<file path="src/hw/rtl/assert_macros.svh">
// ----------------------------------------------------------------------------
// Assertion macros
// Clocked property checks used by the RTL; all expect clk and arst_n in scope.
// ----------------------------------------------------------------------------
`ifndef ASSERT_MACROS_SVH
`define ASSERT_MACROS_SVH

// Check a property on every clock edge outside reset.
`define SSA_ASSERT(lbl, prop, msg) \
	lbl: assert property (@(posedge clk) disable iff (!arst_n) (prop)) else $error(msg);

// Check that a condition implies another in the next cycle.
`define SSA_ASSERT_NEXT(lbl, ante, cons, msg) \
	lbl: assert property (@(posedge clk) disable iff (!arst_n) (ante) |=> (cons)) \
		else $error(msg);

`endif

</file>
<file path="src/hw/rtl/ssa_pkg.sv">
// ----------------------------------------------------------------------------
// Sorted shift array package
// Operation and status codes and the cell control and flag structs.
// ----------------------------------------------------------------------------
package ssa_pkg;

	typedef enum logic [1:0] {
		OP_INSERT = 2'd0,
		OP_DELETE = 2'd1,
		OP_SORTED = 2'd2,
		OP_REMOVE = 2'd3
	} op_t;

	typedef enum logic [1:0] {
		ST_OK        = 2'd0,
		ST_FULL      = 2'd1,
		ST_BAD_POS   = 2'd2,
		ST_NOT_FOUND = 2'd3
	} status_t;

	typedef enum logic [1:0] {
		CELL_HOLD  = 2'd0,
		CELL_LOAD  = 2'd1,
		CELL_LEFT  = 2'd2,
		CELL_RIGHT = 2'd3
	} cell_cmd_t;

	typedef struct packed {
		cell_cmd_t cmd;
	} cell_ctrl_t;

	typedef struct packed {
		logic le;
		logic eq;
	} cell_flag_t;

	localparam int DataW = 32;

endpackage

</file>
<file path="src/hw/rtl/ssa_cell.sv">
// ----------------------------------------------------------------------------
// Sorted shift array cell
// Holds one entry, compares it against the search key and takes a new
// value from the request or from either neighbor.
// ----------------------------------------------------------------------------
module ssa_cell import ssa_pkg::*; (
	input  logic                    clk,
	input  logic signed [DataW-1:0] key,
	input  logic signed [DataW-1:0] ins_value,
	input  logic signed [DataW-1:0] left_data,
	input  logic signed [DataW-1:0] right_data,
	input  cell_ctrl_t              ctrl,
	output logic signed [DataW-1:0] data,
	output cell_flag_t              flags
);

	logic signed [DataW-1:0] entry_q;

	// Entry content has no reset; only entries below the fill count are used.
	always_ff @(posedge clk) begin
		unique case (ctrl.cmd)
			CELL_LOAD:  entry_q <= ins_value;
			CELL_LEFT:  entry_q <= left_data;
			CELL_RIGHT: entry_q <= right_data;
			default:    entry_q <= entry_q;
		endcase
	end

	assign data     = entry_q;
	assign flags.le = (entry_q <= key);
	assign flags.eq = (entry_q == key);

endmodule

</file>
<file path="src/hw/rtl/sorted_shift_array_unit.sv">
// Flow: a request passes the compare, resolve and shift steps and then the result register;
// one request is in flight at a time, and the next is taken as the last result is registered;
// a stalled result holds the request in the last stage and the input with it.
// Reset: fill count cleared, capacity set to 16, cell contents left undefined.
// ----------------------------------------------------------------------------
// Sorted shift array unit
// Row of entry cells with positional insert/delete, sorted add and remove by value.
// ----------------------------------------------------------------------------
module sorted_shift_array_unit import ssa_pkg::*; #(
	parameter int DEPTH = 16
) (
	input  logic                    clk,
	input  logic                    arst_n,
	input  logic                    cfg_we,
	input  logic [4:0]              cfg_wdata,
	input  logic                    req_valid,
	output logic                    req_stall,
	input  logic [1:0]              op,
	input  logic [4:0]              position,
	input  logic signed [DataW-1:0] value,
	output logic                    res_valid,
	input  logic                    res_stall,
	output logic                    ok,
	output logic [1:0]              status,
	output logic [3:0]              where,
	output logic [4:0]              count,
	output logic                    full_res
);

	`include "assert_macros.svh"

	localparam int IW   = $clog2(DEPTH);
	localparam int UW   = $clog2(DEPTH + 1);
	localparam int CMPW = ((UW > 5) ? UW : 5) + 1;

	logic [4:0]    capacity_q;
	logic [UW-1:0] used_q;
	logic          busy_q;

	logic                    valid_s1, valid_s2, valid_s3;
	op_t                     op_s1, op_s2, op_s3;
	logic [4:0]              pos_s1, pos_s2;
	logic signed [DataW-1:0] val_s1, val_s2, val_s3;
	logic [DEPTH-1:0]        le_s2, eq_s2;
	logic                    ok_s3;
	status_t                 status_s3;
	logic [IW-1:0]           at_s3;

	logic       res_valid_q, ok_q, full_q;
	status_t    status_q;
	logic [3:0] where_q;
	logic [4:0] count_q;

	logic                    accept, fire, ins_kind_s3, ins_fire;
	logic [CMPW-1:0]         cap_eff;
	logic [UW-1:0]           used_next;
	cell_ctrl_t              cell_ctrl  [DEPTH];
	cell_flag_t              cell_flags [DEPTH];
	logic signed [DataW-1:0] cell_data  [DEPTH];

	assign accept      = req_valid && !req_stall;
	assign fire        = valid_s3 && (!res_valid_q || !res_stall);
	assign req_stall   = busy_q && !fire;
	assign ins_kind_s3 = (op_s3 == OP_INSERT) || (op_s3 == OP_SORTED);
	assign ins_fire    = fire && ok_s3 && ins_kind_s3;

	always_comb begin
		logic [CMPW-1:0] cap_x;
		logic [CMPW-1:0] depth_x;
		cap_x   = CMPW'(capacity_q);
		depth_x = CMPW'(DEPTH);
		cap_eff = (cap_x > depth_x) ? depth_x : cap_x;
	end

	// Cell row
	for (genvar i = 0; i < DEPTH; i++) begin : g_cell
		logic signed [DataW-1:0] left_d, right_d;

		if (i == 0) begin : g_first
			assign left_d = val_s3;
		end else begin : g_mid_l
			assign left_d = cell_data[i-1];
		end
		if (i == DEPTH - 1) begin : g_last
			assign right_d = cell_data[i];
		end else begin : g_mid_r
			assign right_d = cell_data[i+1];
		end

		always_comb begin
			cell_ctrl[i].cmd = CELL_HOLD;
			if (fire && ok_s3) begin
				if (ins_kind_s3) begin
					if (IW'(i) == at_s3) begin
						cell_ctrl[i].cmd = CELL_LOAD;
					end else if (UW'(i) > UW'(at_s3) && UW'(i) <= used_q) begin
						cell_ctrl[i].cmd = CELL_LEFT;
					end
				end else if (UW'(i) >= UW'(at_s3) && UW'(i + 1) < used_q) begin
					cell_ctrl[i].cmd = CELL_RIGHT;
				end
			end
		end

		ssa_cell u_cell (
			.clk        (clk),
			.key        (val_s1),
			.ins_value  (val_s3),
			.left_data  (left_d),
			.right_data (right_d),
			.ctrl       (cell_ctrl[i]),
			.data       (cell_data[i]),
			.flags      (cell_flags[i])
		);
	end

	// Resolve step: status and target index from the registered match masks
	logic          ok_d;
	status_t       status_d;
	logic [IW-1:0] at_d;

	always_comb begin
		logic          le_any, eq_any, full;
		logic [IW-1:0] le_top, eq_low;
		le_any = 1'b0;
		eq_any = 1'b0;
		le_top = '0;
		eq_low = '0;
		full   = CMPW'(used_q) >= cap_eff;
		for (int i = 0; i < DEPTH; i++) begin
			if (le_s2[i]) begin
				le_any = 1'b1;
				le_top = IW'(i);
			end
		end
		for (int i = DEPTH - 1; i >= 0; i--) begin
			if (eq_s2[i]) begin
				eq_any = 1'b1;
				eq_low = IW'(i);
			end
		end
		ok_d     = 1'b0;
		status_d = ST_OK;
		at_d     = '0;
		unique case (op_s2)
			OP_INSERT: begin
				if (full) begin
					status_d = ST_FULL;
				end else if (CMPW'(pos_s2) > CMPW'(used_q)) begin
					status_d = ST_BAD_POS;
				end else begin
					ok_d = 1'b1;
					at_d = IW'(pos_s2);
				end
			end
			OP_DELETE: begin
				if (CMPW'(pos_s2) >= CMPW'(used_q)) begin
					status_d = ST_BAD_POS;
				end else begin
					ok_d = 1'b1;
					at_d = IW'(pos_s2);
				end
			end
			OP_SORTED: begin
				if (full) begin
					status_d = ST_FULL;
				end else begin
					ok_d = 1'b1;
					at_d = le_any ? IW'(le_top + 1'b1) : '0;
				end
			end
			default: begin
				if (!eq_any) begin
					status_d = ST_NOT_FOUND;
				end else begin
					ok_d = 1'b1;
					at_d = eq_low;
				end
			end
		endcase
	end

	always_comb begin
		used_next = used_q;
		if (fire && ok_s3) begin
			used_next = ins_kind_s3 ? used_q + 1'b1 : used_q - 1'b1;
		end
	end

	// Payload stages
	always_ff @(posedge clk) begin
		if (accept) begin
			op_s1  <= op_t'(op);
			pos_s1 <= position;
			val_s1 <= value;
		end
		if (valid_s1) begin
			op_s2  <= op_s1;
			pos_s2 <= pos_s1;
			val_s2 <= val_s1;
			for (int i = 0; i < DEPTH; i++) begin
				le_s2[i] <= cell_flags[i].le && (UW'(i) < used_q);
				eq_s2[i] <= cell_flags[i].eq && (UW'(i) < used_q);
			end
		end
		if (valid_s2) begin
			op_s3     <= op_s2;
			val_s3    <= val_s2;
			ok_s3     <= ok_d;
			status_s3 <= status_d;
			at_s3     <= at_d;
		end
		if (fire) begin
			ok_q     <= ok_s3;
			status_q <= status_s3;
			where_q  <= ok_s3 ? 4'(at_s3) : '0;
			count_q  <= 5'(used_next);
			full_q   <= CMPW'(used_next) >= cap_eff;
		end
	end

	// Control state
	always_ff @(posedge clk or negedge arst_n) begin
		if (!arst_n) begin
			capacity_q  <= 5'd16;
			used_q      <= '0;
			busy_q      <= 1'b0;
			valid_s1    <= 1'b0;
			valid_s2    <= 1'b0;
			valid_s3    <= 1'b0;
			res_valid_q <= 1'b0;
		end else begin
			if (cfg_we) begin
				capacity_q <= cfg_wdata;
			end
			used_q   <= used_next;
			valid_s1 <= accept;
			valid_s2 <= valid_s1;
			// hold the last stage until the output register frees up
			valid_s3 <= valid_s2 || (valid_s3 && !fire);
			if (accept) begin
				busy_q <= 1'b1;
			end else if (fire) begin
				busy_q <= 1'b0;
			end
			if (fire) begin
				res_valid_q <= 1'b1;
			end else if (!res_stall) begin
				res_valid_q <= 1'b0;
			end
		end
	end

	assign res_valid = res_valid_q;
	assign ok        = ok_q;
	assign status    = status_q;
	assign where     = where_q;
	assign count     = count_q;
	assign full_res  = full_q;

	`SSA_ASSERT(a_used_bound, used_q <= UW'(DEPTH), "fill count beyond depth")
	`SSA_ASSERT(a_one_in_flight, $onehot0({valid_s1, valid_s2, valid_s3}), "stages overlap")
	`SSA_ASSERT_NEXT(a_used_inc, ins_fire, used_q == $past(used_q) + 1'b1, "count did not grow")
	`SSA_ASSERT(a_ok_status, res_valid_q |-> (ok_q == (status_q == ST_OK)), "ok and status differ")

endmodule

</file>
<file path="config.mk">
export PLATFORM = sky130hd
export DESIGN_NAME = sorted_shift_array_unit
export DESIGN_NICKNAME = d
export VERILOG_FILES = /design/src/hw/rtl/ssa_pkg.sv /design/src/hw/rtl/ssa_cell.sv /design/src/hw/rtl/sorted_shift_array_unit.sv
export VERILOG_INCLUDE_DIRS = /design/src /design/src/hw/rtl
export SDC_FILE = /design/constraint.sdc
export NUM_CORES = 2
export LEC_CHECK = 0
export BUFFER_PORTS_ARGS = -buffer_cell sky130_fd_sc_hd__buf_2
export CAP_MARGIN = 30
export CORE_ASPECT_RATIO = 1.4
export CORE_UTILIZATION = 58
export DETAILED_ROUTE_END_ITERATION = 8
export PLACE_DENSITY_LB_ADDON = 0.3
export REMOVE_ABC_BUFFERS = 1
export SETUP_SLACK_MARGIN = 0.1
export SLEW_MARGIN = 5
export SYNTH_ARGS = -nofsm -noshare
export SYNTH_HDL_FRONTEND = slang
export SYNTH_SLANG_ARGS = --single-unit
</file>
<file path="constraint.sdc">
create_clock -name clk -period 4.5 [get_ports clk]
set_input_delay 0.9 -clock clk [delete_from_list [all_inputs] [get_ports clk]]
set_output_delay 0.9 -clock clk [all_outputs]
set_load 0.05 [all_outputs]
</file>
; After elaboration in Yosys (flattened, before gate mapping)
; Index checks and enable logic that the tools add are counted.
[totals]
regBits = 691
inputBits = 49
out_inout_bits = 15
[classes]
addsub = 3
order_cmp = 83
n_eq_ne = 82
muxes = 184
n_reduce_logical = 95
[op_table]
columns = op, count
row1 = $pmux 32 s3, 14
row2 = $eq 32x32->1, 16
row3 = $le 32x32->1, 16
row4 = $mux 2, 82
row5 = $mux 4, 36
row6 = $pmux 32 s2, 2
row7 = $logic_and 1x1->1, 67
row8 = $eq 2x2->1 const B, 33
row9 = $mux 1, 44
row10 = $reduce_bool 3->1, 14
row11 = $le 4x5->1 const A, 8
row12 = $lt 4x5->1 const A, 8
row13 = $eq 2x1->1 const B, 17
row14 = $eq 4x4->1 const A, 8
row15 = $gt 4x4->1 const A, 8
row16 = $ge 4x4->1 const A, 7
row17 = $le 3x5->1 const A, 4
row18 = $lt 3x5->1 const A, 4
row19 = $eq 3x4->1 const A, 4
row20 = $ge 3x4->1 const A, 4
row21 = $gt 3x4->1 const A, 4
row22 = $ge 5x5->1, 3
row23 = $mux 5, 3
row24 = $pmux 4 s3, 1
row25 = other kinds (25), 40

; Depth between registers and ports, before layout
[logic_depth]
depth_word = 19
ltp_mapped = 13

; Hierarchy
; A second synthesis with hierarchy kept.
[unflattened]
cells_unflattened = 4614
hier_area_um2 = 46379.5
[modules_own_cells]
columns = mod, n_inst, cells_per_inst, area_each_um2
row1 = ssa_cell, 16, 254, 2424.8
row2 = sorted_shift_array_unit, 1, 550, 7582.3

; Least setup slack after synthesis
; Ideal clock, no wire load.
[synth_timing]
kind = in2reg
from = input res_stall
to = register g_cell[7].u_cell.entry_q[0] (enable)
setup_time_ns = 0.474
arrival_time_ns = 4.471
t_required_ns = 4.026
path_slack_ns = -0.446
cell_stages = 5
path_cell_list = nand2_1 and2_1 nand2_1 clkbuf_1 a221oi_1
[synth_between]
elab_chain_cells = 7
word_cells_on_any_way = 9
[synth_rtl]
columns = item, line
row1 = "start, declared", sorted_shift_array_unit.sv:22  ; input logic res_stall,
row2 = $logic_not 1->1 (*), -
row3 = $logic_or 1x1->1 (*), sorted_shift_array_unit.sv:62  ; assign fire = valid_s3 && (!res_valid_q || !res_stall);
row4 = $logic_and 1x1->1 (*), sorted_shift_array_unit.sv:62
row5 = net fire, sorted_shift_array_unit.sv:54  ; logic accept, fire, ins_kind_s3, ins_fire;
row6 = $logic_and 1x1->1 (*), sorted_shift_array_unit.sv:92  ; if (fire && ok_s3) begin
row7 = $mux 2 (*), sorted_shift_array_unit.sv:92
row8 = $eq 2x1->1 or $eq 2x2->1 (tied branches), ssa_cell.sv:21  ; unique case (ctrl.cmd)
row9 = $reduce_bool 3->1 (no line) (*), -
row10 = "end signal, assigned", ssa_cell.sv:22  ; CELL_LOAD: entry_q <= ins_value;
row11 = "end signal, assigned", ssa_cell.sv:23  ; CELL_LEFT: entry_q <= left_data;
row12 = "end signal, assigned", ssa_cell.sv:24  ; CELL_RIGHT: entry_q <= right_data;
row13 = "end, declared", ssa_cell.sv:17  ; logic signed [DataW-1:0] entry_q;
; The timed path passes the listed nets; every way through them passes the cells marked *.
; A chain may end at the register's enable or synchronous reset.

; Worst setup path after layout
[layout_timing]
from = register val_s1[9]
to = register le_s2[12], data pin
[layout_between]
elab_chain_cells = 2
[layout_rtl]
columns = item, line
row1 = "start, declared", sorted_shift_array_unit.sv:43  ; logic signed [DataW-1:0] val_s1, val_s2, val_s3;
row2 = "start signal, assigned", sorted_shift_array_unit.sv:195  ; val_s1 <= value;
row3 = $le 32x32->1, ssa_cell.sv:30  ; assign flags.le = (entry_q <= key);
row4 = $logic_and 1x1->1, sorted_shift_array_unit.sv:202  ; le_s2[i] <= cell_flags[i].le && (UW'(i) < used_q);
row5 = "end signal, assigned by index", sorted_shift_array_unit.sv:202
row6 = "end, declared", sorted_shift_array_unit.sv:44  ; logic [DEPTH-1:0] le_s2, eq_s2;
; Every way passes these cells.

==> impl_metrics.prom <==
# TYPE chip_impl_metric gauge
chip_impl_metric{name="avg_cell_area_syn",unit="um2"} 11.0
chip_impl_metric{name="hold_ws",unit="ns"} 0.173
chip_impl_metric{name="std_cell_rows",unit=""} 119
chip_impl_metric{name="grt_antenna_before_repair",unit=""} 4
chip_impl_metric{name="detail_route.wirelength",unit="um"} 150000
chip_impl_metric{name="worst-endpoint-arrival",unit="ns"} 4.32
chip_impl_metric{name="fmax",unit="MHz"} 263
chip_impl_metric{name="worst-slew-pin-transition",unit="ns"} 1.03
chip_impl_info{name="hold_class",value="in2async"} 1
chip_impl_metric{name="postCtsSetupRepairBufs",unit=""} 0
chip_impl_info{name="setup.worst_path.start_class",value="flip-flop"} 1
chip_impl_metric{name="max_slew_margin",unit="%"} 31.0
chip_impl_metric{name="synth-warning-count",unit=""} 0
chip_impl_metric{name="largest_net_degree_at_the_start_of_global_routing",unit=""} 65
chip_impl_metric{name="finalSetupViolCount",unit=""} 0
chip_impl_metric{name="crit_required",unit="ns"} 5.02
chip_impl_metric{name="grt-ovfl-total",unit=""} 0
chip_impl_metric{name="pin_count",unit=""} 64
chip_impl_metric{name="timing.final.crit_share",unit="%"} 84.3
chip_impl_metric{name="postSynth.asyncResetShare",unit="%"} 2.17
chip_impl_info{name="setup.worst_path.class",value="reg2reg"} 1
chip_impl_metric{name="average_wire_per_cell_in_the_routed_design",unit="um"} 29.3
chip_impl_metric{name="seq_area_frac_synth",unit="%"} 46.5
chip_impl_metric{name="route.antenna.remaining_nets",unit=""} 0
chip_impl_metric{name="critical_path_peak_fanout",unit=""} 11
chip_impl_metric{name="post_cts_resized",unit=""} 0
chip_impl_metric{name="core_area",unit="um2"} 75500
chip_impl_info{name="synth_top_flop_cell",value="edfxtp_1"} 1
chip_impl_metric{name="synth.distinct_cells",unit=""} 83
chip_impl_metric{name="ir_drop",unit="V"} 0.000347
chip_impl_metric{name="cts.reportedPaths.clkPinSlew",unit="ns"} 0.06
chip_impl_metric{name="p_per_area",unit="nW/um2"} 422
chip_impl_metric{name="slowest_delay",unit="ns"} 0.75
chip_impl_metric{name="drive_above_1_share",unit="%"} 10.2
chip_impl_metric{name="port_buffers",unit=""} 63
chip_impl_info{name="critPathSlowestCell",value="nor4_1"} 1
chip_impl_info{name="critical_path.most_common_cell",value="a21o_1"} 1
chip_impl_metric{name="gp_routability_congestion",unit=""} 1.01
chip_impl_metric{name="first_global_vias",unit=""} 33600
chip_impl_metric{name="grt_first_pass_wirelength",unit="um"} 220000
chip_impl_metric{name="finalWorstPathRequiredPeriod",unit="ns"} 3.80
chip_impl_metric{name="cts_max_level",unit=""} 3
chip_impl_info{name="cts_tree",value="done"} 1
chip_impl_metric{name="design_power_total",unit="mW"} 20.6
chip_impl_metric{name="post-route-drc-count",unit=""} 0
chip_impl_metric{name="timing.max_cap.violations",unit=""} 0
chip_impl_metric{name="max-clock-path-buffers",unit=""} 3
chip_impl_metric{name="setup.reg_to_reg.worst_slack",unit="ns"} 0.70
chip_impl_metric{name="ys_seq_elements",unit=""} 690
chip_impl_metric{name="final.setup.tns",unit="ns"} 0
chip_impl_metric{name="cts_buffers",unit=""} 72
chip_impl_metric{name="syn_area",unit="um2"} 44400
chip_impl_metric{name="drt_pre_antenna_iters",unit=""} 7
chip_impl_info{name="status",value="finished clean"} 1
chip_impl_metric{name="report.final.hold_viol_count",unit=""} 0
chip_impl_metric{name="starting_drt_drc_count",unit=""} 4255
chip_impl_metric{name="skew",unit="ns"} 0.0353
chip_impl_metric{name="chipWidth",unit="um"} 236
chip_impl_info{name="critPathCaptureType",value="flip-flop"} 1
chip_impl_metric{name="num_vias",unit=""} 34800
chip_impl_info{name="cp_cell_sequence",value="inv_1 > buf_4 > ha_1 > a21o_1 > a21o_1 > a21oi_1 > o22ai_1 > o32a_1 > nor4_1 > a211o_1"} 1
chip_impl_metric{name="post-route-util",unit="%"} 64.5
chip_impl_metric{name="post_dp_hpwl",unit="um"} 107000
chip_impl_metric{name="routed_via_density",unit=""} 6.81
chip_impl_metric{name="clock-sinks",unit=""} 690
chip_impl_metric{name="die-height",unit="um"} 330
chip_impl_metric{name="globalRouteTotalUtil",unit="%"} 38.4
chip_impl_metric{name="synthesized_netlist_cell_count",unit=""} 4030
chip_impl_metric{name="finalNetCount",unit=""} 4672
chip_impl_metric{name="floorplan.die_area",unit="um2"} 77700
chip_impl_metric{name="clkLatencyLatePin",unit="ns"} 0.66
chip_impl_metric{name="slew_violations",unit=""} 0
chip_impl_metric{name="p_leak",unit="nW"} 20.0
chip_impl_metric{name="cts-hold-fix-buffers",unit=""} 0
chip_impl_info{name="grt_setup_unrepaired",value="false"} 1
chip_impl_metric{name="area_growth",unit="%"} 9.64
chip_impl_metric{name="start_util",unit="%"} 58.9
chip_impl_info{name="cts_root_buf",value="clkbuf_16"} 1
chip_impl_metric{name="synth-edff-count",unit=""} 675
## state kept, by name, summed over array words and instances, names as in the netlist, 2 cells and up
signal and count:
pos_s1 5, used_q 5, status_s3 2, g_cell.left_d 32, eq_s2 16, val_s1 32, g_cell.u_cell.data 512, op_s2 2
count 5, pos_s2 5, status 2, le_s2 16, where 4, at_s3 4, capacity_q 5, op_s1 2
val_s2 32
## report_power, final
group / internal [mW] / switching [mW]
registers: 7.94 / 0.780
clock network: 3.53 / 2.71
logic: 2.03 / 3.57
## worst max-delay path, delay by kind of cell (launching register included)
kind                       cells  cell delay, ns
AOI/OAI and AO/OA              6            1.52
and+or+nand+nor                1            0.75
DFF                            1            0.39
adders and majority gates      1            0.27
buffers and inverters          2            0.74
## Yosys cell counts (14+ instances only)
master	n	share of area, %
nand2_1	330	2.8
buf_2	112	1.3
mux2_2	68	1.7
nand2b_1	22	0.31
a221oi_1	14	0.28
a21oi_1	396	4.5
inv_1	88	0.74
or3_1	20	0.28
clkbuf_1	48	0.41
o21ai_0	302	3.4
nand4_1	96	1.4
nand3_1	43	0.48
buf_4	16	0.27
a211oi_1	31	0.52
o21a_1	16	0.27
a21oi_2	17	0.34
a21o_1	83	1.4
edfxtp_1	675	46
nor2_1	323	2.7
dfrtp_1	14	0.79
nor2b_1	32	0.45
nor3_1	46	0.52
mux2i_1	446	10
o211ai_1	27	0.46
ha_1	534	15
nor4_1	18	0.25
## worst paths after layout
check,start,to,cells after the start
min reg2reg,val_s2[23]$_DFFE_PP_,g_cell[0].left_d[23]$_DFFE_PP_,0
max in group asynchronous,arst_n,capacity_q[4]$_DFFE_PN1P_,1
max reg2reg,val_s1[9]$_DFFE_PP_,le_s2[12]$_DFFE_PP_,10
max,val_s1[9]$_DFFE_PP_,le_s2[12]$_DFFE_PP_,10
min,arst_n,used_q[1]$_DFF_PN0_,1
min in group clk,value[0],val_s1[0]$_DFFE_PP_,1
## placed cells by master, fill, tap and decap left out, types with 29 or more instances in the layout
master and n:
a21o_1 83, o21ai_0 302, a21oi_1 392, nor2_1 319, clkbuf_16 75, ha_1 533
nand4_1 96, buf_4 95, nand2_1 329, buf_2 66, edfxtp_1 675, mux2_2 68
mux2i_1 446, a211oi_1 29, nor2b_1 31, nor3_1 46, inv_1 88, nand3_1 43
## layout make-up
cell class	instances	area (um2)
Timing Repair Buffer	176	1310
Clock inverter	42	440
Inverter	90	338
Clock buffer	86	1930
Fill cell	5805	26800
Tap cell	968	1210
Antenna cell	1	2.50
Sequential cell	690	20700
Multi-Input combinational cell	3059	22800
## metal layers
metal	track usage [%]	up-vias	part of all wire [%]
met2	59.8	2185	45
met4	28.9	4	8.3
met3	7.06	504	10
li1	-	15500	-
met5	0	-	0.017
met1	47.7	16600	37
## logic make-up after synthesis
family          Yosys count  synth area share [%]
buf+inv                 281                  2.86
fa+ha+maj               534                  15.0
compound gates         1001                  13.3
flops                   690                  46.5
simple gates            998                  10.3
xor+xnor                  7                 0.138
mux                     519                  11.9
## metrics by stage
stage / setup slack (ns) / std cells / instance area [um2]
after global routing: 0.668 / 5111 / 48700
final: 0.704 / 5112 / 48700
after detailed placement: 0.402 / 4980 / 46300
after CTS: 0.344 / 5108 / 48700
after floorplan: -0.751 / 3839 / 43500
after global placement: 0.490 / 4973 / 46300
Note: power is estimated with default switching activity, not from simulation.
